`src/sv/phpv_pkg.sv`:
```
package phpv_pkg;

  // header layout
  localparam int HEADER_BYTES = 26;
  localparam int HEADER_BITS  = 8 * HEADER_BYTES;
  localparam int POS_W        = 5;

  // queue between parser front and checker back
  localparam int QUEUE_DEPTH_DEFAULT = 4;

  // result status codes
  localparam logic [3:0] ST_OK        = 4'd0;
  localparam logic [3:0] ST_TRUNCATED = 4'd1;
  localparam logic [3:0] ST_SIGNATURE = 4'd2;
  localparam logic [3:0] ST_VERSION   = 4'd3;
  localparam logic [3:0] ST_CHANNELS  = 4'd4;
  localparam logic [3:0] ST_HEIGHT    = 4'd5;
  localparam logic [3:0] ST_WIDTH     = 4'd6;
  localparam logic [3:0] ST_SIZE      = 4'd7;
  localparam logic [3:0] ST_MODE      = 4'd8;
  localparam logic [3:0] ST_DEPTH     = 4'd9;

  // configuration register indexes
  localparam logic [7:0] CFG_CHANNEL_LIMIT   = 8'd0;
  localparam logic [7:0] CFG_DIMENSION_LIMIT = 8'd1;

  localparam logic [15:0] CHANNEL_LIMIT_RESET   = 16'd56;
  localparam logic [30:0] DIMENSION_LIMIT_RESET = 31'd262144;

  // expected signature "8BPS"
  localparam logic [31:0] SIGNATURE = 32'h3842_5053;

  // accepted codes
  localparam logic [15:0] VERSION_ONE = 16'd1;
  localparam logic [15:0] MODE_BITMAP = 16'd0;
  localparam logic [15:0] MODE_GREY   = 16'd1;
  localparam logic [15:0] MODE_INDEX  = 16'd2;
  localparam logic [15:0] MODE_RGB    = 16'd3;
  localparam logic [15:0] MODE_MULTI  = 16'd8;
  localparam logic [15:0] DEPTH_1     = 16'd1;
  localparam logic [15:0] DEPTH_8     = 16'd8;
  localparam logic [15:0] DEPTH_16    = 16'd16;

  // one parsed header (or a truncation mark) on its way to the checks
  typedef struct packed {
    logic        truncated;
    logic [31:0] signature;
    logic [15:0] version;
    logic [15:0] channels;
    logic [31:0] rows;
    logic [31:0] cols;
    logic [15:0] depth;
    logic [15:0] mode;
  } rec_t;

  // configuration registers as seen by the checks
  typedef struct packed {
    logic [15:0] channel_limit;
    logic [30:0] dimension_limit;
  } cfg_t;

endpackage

```
`src/sv/psd_header_parse_validate.sv`:
```
// result path: the item that completes the header (or carries end of stream) is
// written into the queue, then registered in the check stage and the output register
// throughput: one byte item per cycle; the front takes items while the queue has room
// and the two-stage check pipeline drains one record per cycle while m_tready is set
// reset: clears byte position, queue, pipeline valids; limits return to 56 and 262144
module psd_header_parse_validate #(
  parameter int QUEUE_DEPTH = phpv_pkg::QUEUE_DEPTH_DEFAULT
) (
  input  logic         clk,
  input  logic         rst,
  input  logic         s_tvalid,
  output logic         s_tready,
  input  logic [7:0]   s_tdata,   // [7:0] byte_value
  input  logic         s_tlast,   // end_of_stream
  output logic         m_tvalid,
  input  logic         m_tready,
  // [3:0] status, [19:4] channel_count, [51:20] image_height,
  // [83:52] image_width, [99:84] bit_depth, [115:100] image_mode, [119:116] zero
  output logic [119:0] m_tdata,
  input  logic         cfg_valid,
  output logic         cfg_ready,
  input  logic [7:0]   cfg_index,
  input  logic [31:0]  cfg_data
);

  phpv_pkg::cfg_t cfg;
  phpv_pkg::rec_t push_rec;
  phpv_pkg::rec_t pop_rec;
  logic           q_push;
  logic           q_full;
  logic           q_pop;
  logic           q_not_empty;

  assign cfg_ready = 1'b1;

  // configuration registers
  always_ff @(posedge clk) begin
    if (rst) begin
      cfg.channel_limit   <= phpv_pkg::CHANNEL_LIMIT_RESET;
      cfg.dimension_limit <= phpv_pkg::DIMENSION_LIMIT_RESET;
    end else if (cfg_valid && cfg_ready) begin
      unique case (cfg_index)
        phpv_pkg::CFG_CHANNEL_LIMIT:   cfg.channel_limit   <= cfg_data[15:0];
        phpv_pkg::CFG_DIMENSION_LIMIT: cfg.dimension_limit <= cfg_data[30:0];
        default: begin
        end
      endcase
    end
  end

  phpv_front u_front (
    .clk      (clk),
    .rst      (rst),
    .s_tvalid (s_tvalid),
    .s_tready (s_tready),
    .s_tdata  (s_tdata),
    .s_tlast  (s_tlast),
    .q_full   (q_full),
    .q_push   (q_push),
    .q_rec    (push_rec)
  );

  phpv_queue #(
    .DEPTH (QUEUE_DEPTH)
  ) u_queue (
    .clk       (clk),
    .rst       (rst),
    .push      (q_push),
    .push_rec  (push_rec),
    .full      (q_full),
    .pop       (q_pop),
    .not_empty (q_not_empty),
    .pop_rec   (pop_rec)
  );

  phpv_back u_back (
    .clk         (clk),
    .rst         (rst),
    .cfg         (cfg),
    .q_not_empty (q_not_empty),
    .q_rec       (pop_rec),
    .q_pop       (q_pop),
    .m_tvalid    (m_tvalid),
    .m_tready    (m_tready),
    .m_tdata     (m_tdata)
  );

endmodule

```
`src/sv/phpv_front.sv`:
```
module phpv_front (
  input  logic               clk,
  input  logic               rst,
  input  logic               s_tvalid,
  output logic               s_tready,
  input  logic [7:0]         s_tdata,   // [7:0] byte_value
  input  logic               s_tlast,   // end_of_stream
  input  logic               q_full,
  output logic               q_push,
  output phpv_pkg::rec_t     q_rec
);

  localparam int SHIFT_BITS = phpv_pkg::HEADER_BITS - 8;

  logic [phpv_pkg::POS_W-1:0]       pos;
  logic [SHIFT_BITS-1:0]            hdr_shift;
  logic [phpv_pkg::HEADER_BITS-1:0] hdr_full;
  logic                             accept;
  logic                             last_byte;

  assign s_tready  = !q_full;
  assign accept    = s_tvalid && s_tready;
  assign last_byte = (pos == phpv_pkg::POS_W'(phpv_pkg::HEADER_BYTES - 1));
  assign q_push    = accept && (s_tlast || last_byte);

  // first header byte sits in the top bits
  assign hdr_full = {hdr_shift, s_tdata};

  // byte position in the header
  always_ff @(posedge clk) begin
    if (rst) begin
      pos <= '0;
    end else if (accept) begin
      if (s_tlast || last_byte) begin
        pos <= '0;
      end else begin
        pos <= pos + 1'b1;
      end
    end
  end

  // header bytes shift line
  always_ff @(posedge clk) begin
    if (accept && !s_tlast) begin
      hdr_shift <= hdr_full[SHIFT_BITS-1:0];
    end
  end

  // split the header into its big-endian fields, zeros on truncation
  always_comb begin
    q_rec = '0;
    if (s_tlast) begin
      q_rec.truncated = 1'b1;
    end else begin
      q_rec.signature = hdr_full[207:176];
      q_rec.version   = hdr_full[175:160];
      q_rec.channels  = hdr_full[111:96];
      q_rec.rows      = hdr_full[95:64];
      q_rec.cols      = hdr_full[63:32];
      q_rec.depth     = hdr_full[31:16];
      q_rec.mode      = hdr_full[15:0];
    end
  end

endmodule

```
`src/sv/phpv_queue.sv`:
```
module phpv_queue #(
  parameter int DEPTH = phpv_pkg::QUEUE_DEPTH_DEFAULT
) (
  input  logic           clk,
  input  logic           rst,
  input  logic           push,
  input  phpv_pkg::rec_t push_rec,
  output logic           full,
  input  logic           pop,
  output logic           not_empty,
  output phpv_pkg::rec_t pop_rec
);

  localparam int PW = (DEPTH > 1) ? $clog2(DEPTH) : 1;
  localparam int CW = $clog2(DEPTH + 1);

  phpv_pkg::rec_t mem [DEPTH];
  logic [PW-1:0]  wr_ptr;
  logic [PW-1:0]  rd_ptr;
  logic [CW-1:0]  count;

  assign full      = (count == CW'(DEPTH));
  assign not_empty = (count != '0);
  assign pop_rec   = mem[rd_ptr];

  // storage
  always_ff @(posedge clk) begin
    if (push) begin
      mem[wr_ptr] <= push_rec;
    end
  end

  // pointers and fill count
  always_ff @(posedge clk) begin
    if (rst) begin
      wr_ptr <= '0;
      rd_ptr <= '0;
      count  <= '0;
    end else begin
      if (push) begin
        wr_ptr <= (wr_ptr == PW'(DEPTH - 1)) ? '0 : wr_ptr + 1'b1;
      end
      if (pop) begin
        rd_ptr <= (rd_ptr == PW'(DEPTH - 1)) ? '0 : rd_ptr + 1'b1;
      end
      if (push && !pop) begin
        count <= count + 1'b1;
      end else if (pop && !push) begin
        count <= count - 1'b1;
      end
    end
  end

endmodule

```
`src/sv/phpv_back.sv`:
```
module phpv_back (
  input  logic           clk,
  input  logic           rst,
  input  phpv_pkg::cfg_t cfg,
  input  logic           q_not_empty,
  input  phpv_pkg::rec_t q_rec,
  output logic           q_pop,
  output logic           m_tvalid,
  input  logic           m_tready,
  // [3:0] status, [19:4] channel_count, [51:20] image_height,
  // [83:52] image_width, [99:84] bit_depth, [115:100] image_mode, [119:116] zero
  output logic [119:0]   m_tdata
);

  // check stage registers
  logic           s1_valid;
  phpv_pkg::rec_t s1_rec;
  logic           s1_sig_bad;
  logic           s1_ver_bad;
  logic           s1_ch_bad;
  logic           s1_rows_bad;
  logic           s1_cols_bad;
  logic           s1_mode_bad;
  logic           s1_depth_bad;
  logic [61:0]    s1_product;

  logic           out_adv;
  logic           s1_adv;
  logic [31:0]    dim_limit;
  logic [3:0]     status_next;

  assign out_adv   = !m_tvalid || m_tready;
  assign s1_adv    = !s1_valid || out_adv;
  assign q_pop     = q_not_empty && s1_adv;
  assign dim_limit = {1'b0, cfg.dimension_limit};

  always_ff @(posedge clk) begin
    if (rst) begin
      s1_valid <= 1'b0;
    end else if (s1_adv) begin
      s1_valid <= q_not_empty;
    end
  end

  // field checks and size product; factors only matter below 2^31
  always_ff @(posedge clk) begin
    if (q_pop) begin
      s1_rec       <= q_rec;
      s1_sig_bad   <= (q_rec.signature != phpv_pkg::SIGNATURE);
      s1_ver_bad   <= (q_rec.version != phpv_pkg::VERSION_ONE);
      s1_ch_bad    <= (q_rec.channels > cfg.channel_limit);
      s1_rows_bad  <= (q_rec.rows == '0) || (q_rec.rows > dim_limit);
      s1_cols_bad  <= (q_rec.cols == '0) || (q_rec.cols > dim_limit);
      s1_mode_bad  <= !((q_rec.mode == phpv_pkg::MODE_BITMAP) ||
                        (q_rec.mode == phpv_pkg::MODE_GREY) ||
                        (q_rec.mode == phpv_pkg::MODE_INDEX) ||
                        (q_rec.mode == phpv_pkg::MODE_RGB) ||
                        (q_rec.mode == phpv_pkg::MODE_MULTI));
      s1_depth_bad <= !((q_rec.depth == phpv_pkg::DEPTH_1) ||
                        (q_rec.depth == phpv_pkg::DEPTH_8) ||
                        (q_rec.depth == phpv_pkg::DEPTH_16));
      s1_product   <= 62'(q_rec.rows[30:0]) * 62'(q_rec.cols[30:0]);
    end
  end

  // first failing check wins: truncation, signature, version, channels, height, width, size, mode, depth
  always_comb begin
    if (s1_rec.truncated) begin
      status_next = phpv_pkg::ST_TRUNCATED;
    end else if (s1_sig_bad) begin
      status_next = phpv_pkg::ST_SIGNATURE;
    end else if (s1_ver_bad) begin
      status_next = phpv_pkg::ST_VERSION;
    end else if (s1_ch_bad) begin
      status_next = phpv_pkg::ST_CHANNELS;
    end else if (s1_rows_bad) begin
      status_next = phpv_pkg::ST_HEIGHT;
    end else if (s1_cols_bad) begin
      status_next = phpv_pkg::ST_WIDTH;
    end else if (s1_product[61:31] != '0) begin
      status_next = phpv_pkg::ST_SIZE;
    end else if (s1_mode_bad) begin
      status_next = phpv_pkg::ST_MODE;
    end else if (s1_depth_bad) begin
      status_next = phpv_pkg::ST_DEPTH;
    end else begin
      status_next = phpv_pkg::ST_OK;
    end
  end

  // output register
  always_ff @(posedge clk) begin
    if (rst) begin
      m_tvalid <= 1'b0;
    end else if (out_adv) begin
      m_tvalid <= s1_valid;
    end
  end

  always_ff @(posedge clk) begin
    if (out_adv && s1_valid) begin
      m_tdata <= {4'b0000, s1_rec.mode, s1_rec.depth, s1_rec.cols, s1_rec.rows,
                  s1_rec.channels, status_next};
    end
  end

endmodule
```
`config.mk`:
```
export PLATFORM = sky130hd
export DESIGN_NAME = psd_header_parse_validate
export DESIGN_NICKNAME = d
export VERILOG_FILES = /design/src/sv/phpv_pkg.sv /design/src/sv/psd_header_parse_validate.sv /design/src/sv/phpv_front.sv /design/src/sv/phpv_queue.sv /design/src/sv/phpv_back.sv
export SDC_FILE = /design/constraint.sdc
export NUM_CORES = 2
export LEC_CHECK = 0
export BUFFER_PORTS_ARGS = -buffer_cell sky130_fd_sc_hd__buf_4
export CORE_UTILIZATION = 31
export DETAILED_ROUTE_END_ITERATION = 7
export PLACE_DENSITY_LB_ADDON = 0.2
export SLEW_MARGIN = 20
export SYNTH_ARGS = -nofsm -noshare
export SYNTH_HDL_FRONTEND = slang
export SYNTH_SLANG_ARGS = --single-unit
```
`constraint.sdc`:
```
create_clock -name clk -period 15.84 [get_ports clk]
set_clock_uncertainty 0.15 [all_clocks]
set_input_delay 3.168 -clock clk [delete_from_list [all_inputs] [get_ports clk]]
set_output_delay 3.168 -clock clk [all_outputs]
set_load 0.01 [all_outputs]
```
; ---- Word-level counts from Yosys, hierarchy flattened
; Memory sizes are Yosys's and may differ from the RTL's. A register that Yosys moved wholly into a read port is not among the register bits.
; Index checks and enable logic that the tools add are counted.
[classes]
n_addsub = 5
multipliers = 1
n_div = 0
magnitude_cmp = 3
n_eq_ne = 14
shift = 0
mux = 19
n_bitwise = 0
n_reduce_logical = 37
[ops]
columns = op, n
row1 = $mux 160, 1
row2 = $gt 32x31->1, 2
row3 = $logic_not 32->1, 2
row4 = $mul 31x31->62, 1
row5 = $eq 16x1->1 const B, 2
row6 = $eq 16x2->1 const B, 2
row7 = $eq 16x4->1 const B, 2
row8 = $ne 32x30->1 const B, 1
row9 = $reduce_bool 31->1, 1
row10 = $mux 3, 6
row11 = $eq 16x5->1 const B, 1
row12 = $gt 16x16->1, 1
row13 = $logic_not 16->1, 1
row14 = $ne 16x1->1 const B, 1
row15 = $mux 2, 6
row16 = $logic_or 1x1->1, 11
row17 = $eq 8x1->1 const B, 1
row18 = $logic_not 1->1, 8
row19 = $logic_not 8->1, 1
row20 = $mux 4, 2
row21 = $logic_and 1x1->1, 7
row22 = $reduce_or 7->1, 1
row23 = $add 5x1->5 const B, 1
row24 = $eq 5x5->1 const B, 1
row25 = 11 further kinds, 16
[totals]
register_bits = 559
latchBits = 0
ramBits = 644
rom_bits = 0
inputBits = 54
out_inout_bits = 123
memories = 1
[mem_list]
columns = name, depth, word_bits, rd, rd_clocked_by_memory_dff, write_ports, line_no
row1 = u_queue.mem, 4, 161, 1, 1, 1, phpv_queue.sv:17  ; phpv_pkg::rec_t mem [DEPTH];

; ---- Longest topological paths before layout
[depth]
word_depth = 8
ltp_mapped = 37
ltp_nobuf = 30

; ---- Modules after synthesis
; A second synthesis with hierarchy kept.
[unflattened]
cells_unflattened = 5377
hier_area_um2 = 73618.1
[by_module_without_submodules]
columns = mod, instances, cells_per_inst, area_per_inst_um2
row1 = phpv_back, 1, 3874, 40537.6
row2 = phpv_queue, 1, 885, 23646.4
row3 = phpv_front, 1, 415, 7387.1
row4 = psd_header_parse_validate, 1, 203, 2047.0

; ---- Worst setup path after synthesis
; No wires, ideal clock.
[synth_timing]
path_type = in2reg
from = input s_tlast
to = register u_front.hdr_shift[0], enable pin
setup_time_ns = 0.764
arrival_time_ns = 11.873
required_ns = 14.926
setup_slack_ns = 3.053
path_stages = 3
n_path_buf = 2
path_cell_list = clkbuf_1 -> clkbuf_1 -> nor2_1
[synth_between]
elab_chain_cells = 2
[synth_lines]
columns = element, line_no
row1 = start: declaration, psd_header_parse_validate.sv:14  ; input logic s_tlast,
row2 = $logic_not 1->1, phpv_front.sv:44  ; if (accept && !s_tlast) begin
row3 = $logic_and 1x1->1, phpv_front.sv:44
row4 = end signal: assignment, phpv_front.sv:45  ; hdr_shift <= hdr_full[SHIFT_BITS-1:0];
row5 = end: declaration, phpv_front.sv:16  ; logic [SHIFT_BITS-1:0] hdr_shift;
; No other way between the ends.
; A chain may end at the register's enable or synchronous reset.

==> flow_summary.yaml <==
clocking:
  cts_repair_resize_count: 0
  post_cts_setup_repair_buffer_count: 0
  cts_max_path_buffers: 3
  cts.clk_slew.worst_paths_ps: 60
  tritoncts: "done"
  clk-insertion-delay-late_ps: 770
  ctsHoldBuffers: 0
  numCtsBuffers: 120
  cts_htree_levels: 3
  cts.root.buffer_cell: "clkbuf_16"
  clock_sink_count: 1174
worst_setup_path:
  worst_ep_arrival_time_ps: 11610
  worst_path_most_repeated_cell: "fa_1"
  path_max_fanout: 33
  register_to_register_setup_slack_ps: 4570
  critical-path-slowest-cell: "o31ai_1"
  critical_path.max_stage_delay_ps: 860
  timing.critical_path.required_ps: 16180
  timing_worst_setup_path_type: "reg -> reg"
  worst_setup_path_start_kind: "register"
  end_kind: "register"
sta:
  hold_viol_final: 0
  final-setup-viol-count: 0
  max_clock_freq_ghz: 0.0887
  timing.final.max_slew_violations: 0
  fin_tns_setup_ps: 0
  worst_case_headroom_to_the_max_slew_limit_pct: 13.8
  grt_setup_unrepaired: "false"
  post-route-period-util_pct: 71.1
  worst-slew-pin-transition_ps: 1280
  post-route-min-period_ps: 11270
logic_synthesis:
  netlist-cell-type-count: 72
  xor_and_xnor_fraction_of_the_mapped_netlist_area_pct: 0.422
  netlist_area_um2: 72600
  synth_async_sr_flop_share_pct: 0
  compound_cell_area_share_of_the_yosys_netlist_pct: 3.10
  dominantRegCellSynth: "edfxtp_1"
  number_of_flops_mapped_to_enable_cells_by_yosys: 1111
  ys.warnings.count: 0
  synth.area.mux_share_pct: 3.71
  syn-mean-instance-area_um2: 12.6
  synth_simple_gate_area_share_pct: 10.0
  combinational_family_with_the_most_area_after_synthesis: "adder cells"
  synth.yosys.seq_area_share_pct: 47.7
  syn_inst: 5747
  synthAdderAreaFrac_pct: 28.9
  synth-seq-cells: 1174
route:
  detail_route.wirelength_mm: 217
  antenna_violating_nets_post_route: 0
  routed_wire_length_per_instance_um: 23.7
  drtIter0Drc: 3291
  drc: 0
  first_pass_iters: 5
  route.vias.total: 43900
  avgViaCountPerCell: 4.79
global_routing:
  track_usage_pct: 18.5
  first_pass_grt_wire_length_mm: 318
  grt_start_max_net_pins: 93
  initial_antenna_violation_count: 8
  grt.overflow.total: 0
  first_global_vias: 46300
layout:
  mostFrequentLayoutCell: "edfxtp_1"
  area.growth.synth_to_final_pct: 12.7
  layout-drive-gt1-share_pct: 10.7
  layoutNonFillerInstCount: 9162
  most-common-layout-cells: "edfxtp_1, inv_1, fa_1"
  fin_nets: 7149
floorplanning:
  die_area_um2: 236000
  ports: 177
  die_y_um: 486
  core.rowCount: 177
  starting_utilization_of_the_core_area_pct: 31.2
  dieWidth_um: 486
  core_um2: 233000
placed_design:
  half_perimeter_wire_length_after_placement_mm: 151
  finalWeightedCongestion: 0.891
  dp.cells: 8929
  port-buffer-count: 170
outcome:
  run_status: "finished clean"
run:
  timing.max_cap.violations: 0
worst_hold_path:
  hold_path.class: "reg -> reg"
[layer usage]
metal / GRT usage (%) / vias up / wire length [um]
met3: 2.71 / 398 / 12400
met1: 24.7 / 22900 / 93400
met4: 6.92 / 2 / 8770
li1: - / 19200 / -
met5: 0 / - / 11
met2: 30.3 / 1406 / 102000
[registers in the layout (all words and copies together), names as in the netlist, 2 cells and up, named ones only]
| name | count |
|---|---|
| cfg | 47 |
| u_back.m_tdata | 116 |
| u_back.s1_product | 31 |
| u_back.s1_rec | 113 |
| u_front.hdr_shift | 200 |
| u_front.pos | 5 |
| u_queue.count | 3 |
| u_queue.mem | 644 |
| u_queue.rd_ptr | 2 |
| u_queue.wr_ptr | 2 |
[critical path, delay by kind of cell, from the launching register on]
kind	cells	cell delay, ps
compound gates	5	1830
buf+inv	7	2390
flops	1	640
mux	1	400
simple gates	6	1090
fa+ha+maj	9	4440
[stage by stage]
stage          hold slack [ps]  cell area, um2  utilization, %  setup slack, ps
5_1_grt                    271           81800            35.2             4120
3_3_place_gp               253           78000            33.5             4540
2_1_floorplan              250           72600               -             3050
3_5_place_dp               255           78000            33.5             4470
6_report                   267           81800            35.2             4570
4_1_cts                    265           81800            35.1             4420
[cell usage after synthesis (21+ instances only)]
master | number | area share [%]
nand4_1 | 52 | 0.45
nor3_1 | 28 | 0.19
inv_1 | 904 | 4.7
mux4_2 | 57 | 1.8
a21o_1 | 44 | 0.46
mux2i_1 | 78 | 1.1
o21ai_0 | 75 | 0.52
nor2_1 | 592 | 3.1
edfxtp_1 | 1111 | 46
o21ai_1 | 21 | 0.14
a21oi_1 | 123 | 0.85
xnor2_1 | 22 | 0.27
nor4_1 | 47 | 0.41
nand2_1 | 619 | 3.2
buf_2 | 33 | 0.23
dfxtp_1 | 63 | 1.7
fa_1 | 837 | 23
mux2_2 | 55 | 0.85
clkbuf_1 | 198 | 1.0
ha_1 | 338 | 5.8
and2_1 | 30 | 0.26
nor2b_1 | 180 | 1.6
[cells by family (layout without fill, tap and decap cells)]
family,count (synthesis),after routing
compound gates,366,366
xor+xnor,35,35
fa+ha+maj,1175,1175
buf+inv,1170,1442
flops,1174,1174
mux,191,191
other cells,2,13
simple gates,1634,1634
[cell type report]
| class | count | area [um2] |
|---|---|---|
| antenna | 8 | 20.0 |
| fill | 22900 | 151000 |
| multi-input combinational | 3406 | 33700 |
| sequential | 1174 | 34600 |
| clock buffer | 155 | 3220 |
| timing repair buffer | 300 | 2280 |
| clock inverter | 69 | 614 |
| inverter | 918 | 3450 |
| tap | 3132 | 3920 |
[path summary, 6_finish.rpt]
path / startpoint / endpoint / cells after the start
max: register / u_back.s1_product[59]$_DFFE_PP_ / 28
min reg2reg: u_front.hdr_shift[117]$_DFFE_PP_ / u_front.hdr_shift[125]$_DFFE_PP_ / 0
min: u_front.hdr_shift[117]$_DFFE_PP_ / u_front.hdr_shift[125]$_DFFE_PP_ / 0
max reg2reg: register / u_back.s1_product[59]$_DFFE_PP_ / 28
Power is not shown: default switching activity piles up to over one toggle a cycle in this logic, so the estimate is an artifact.
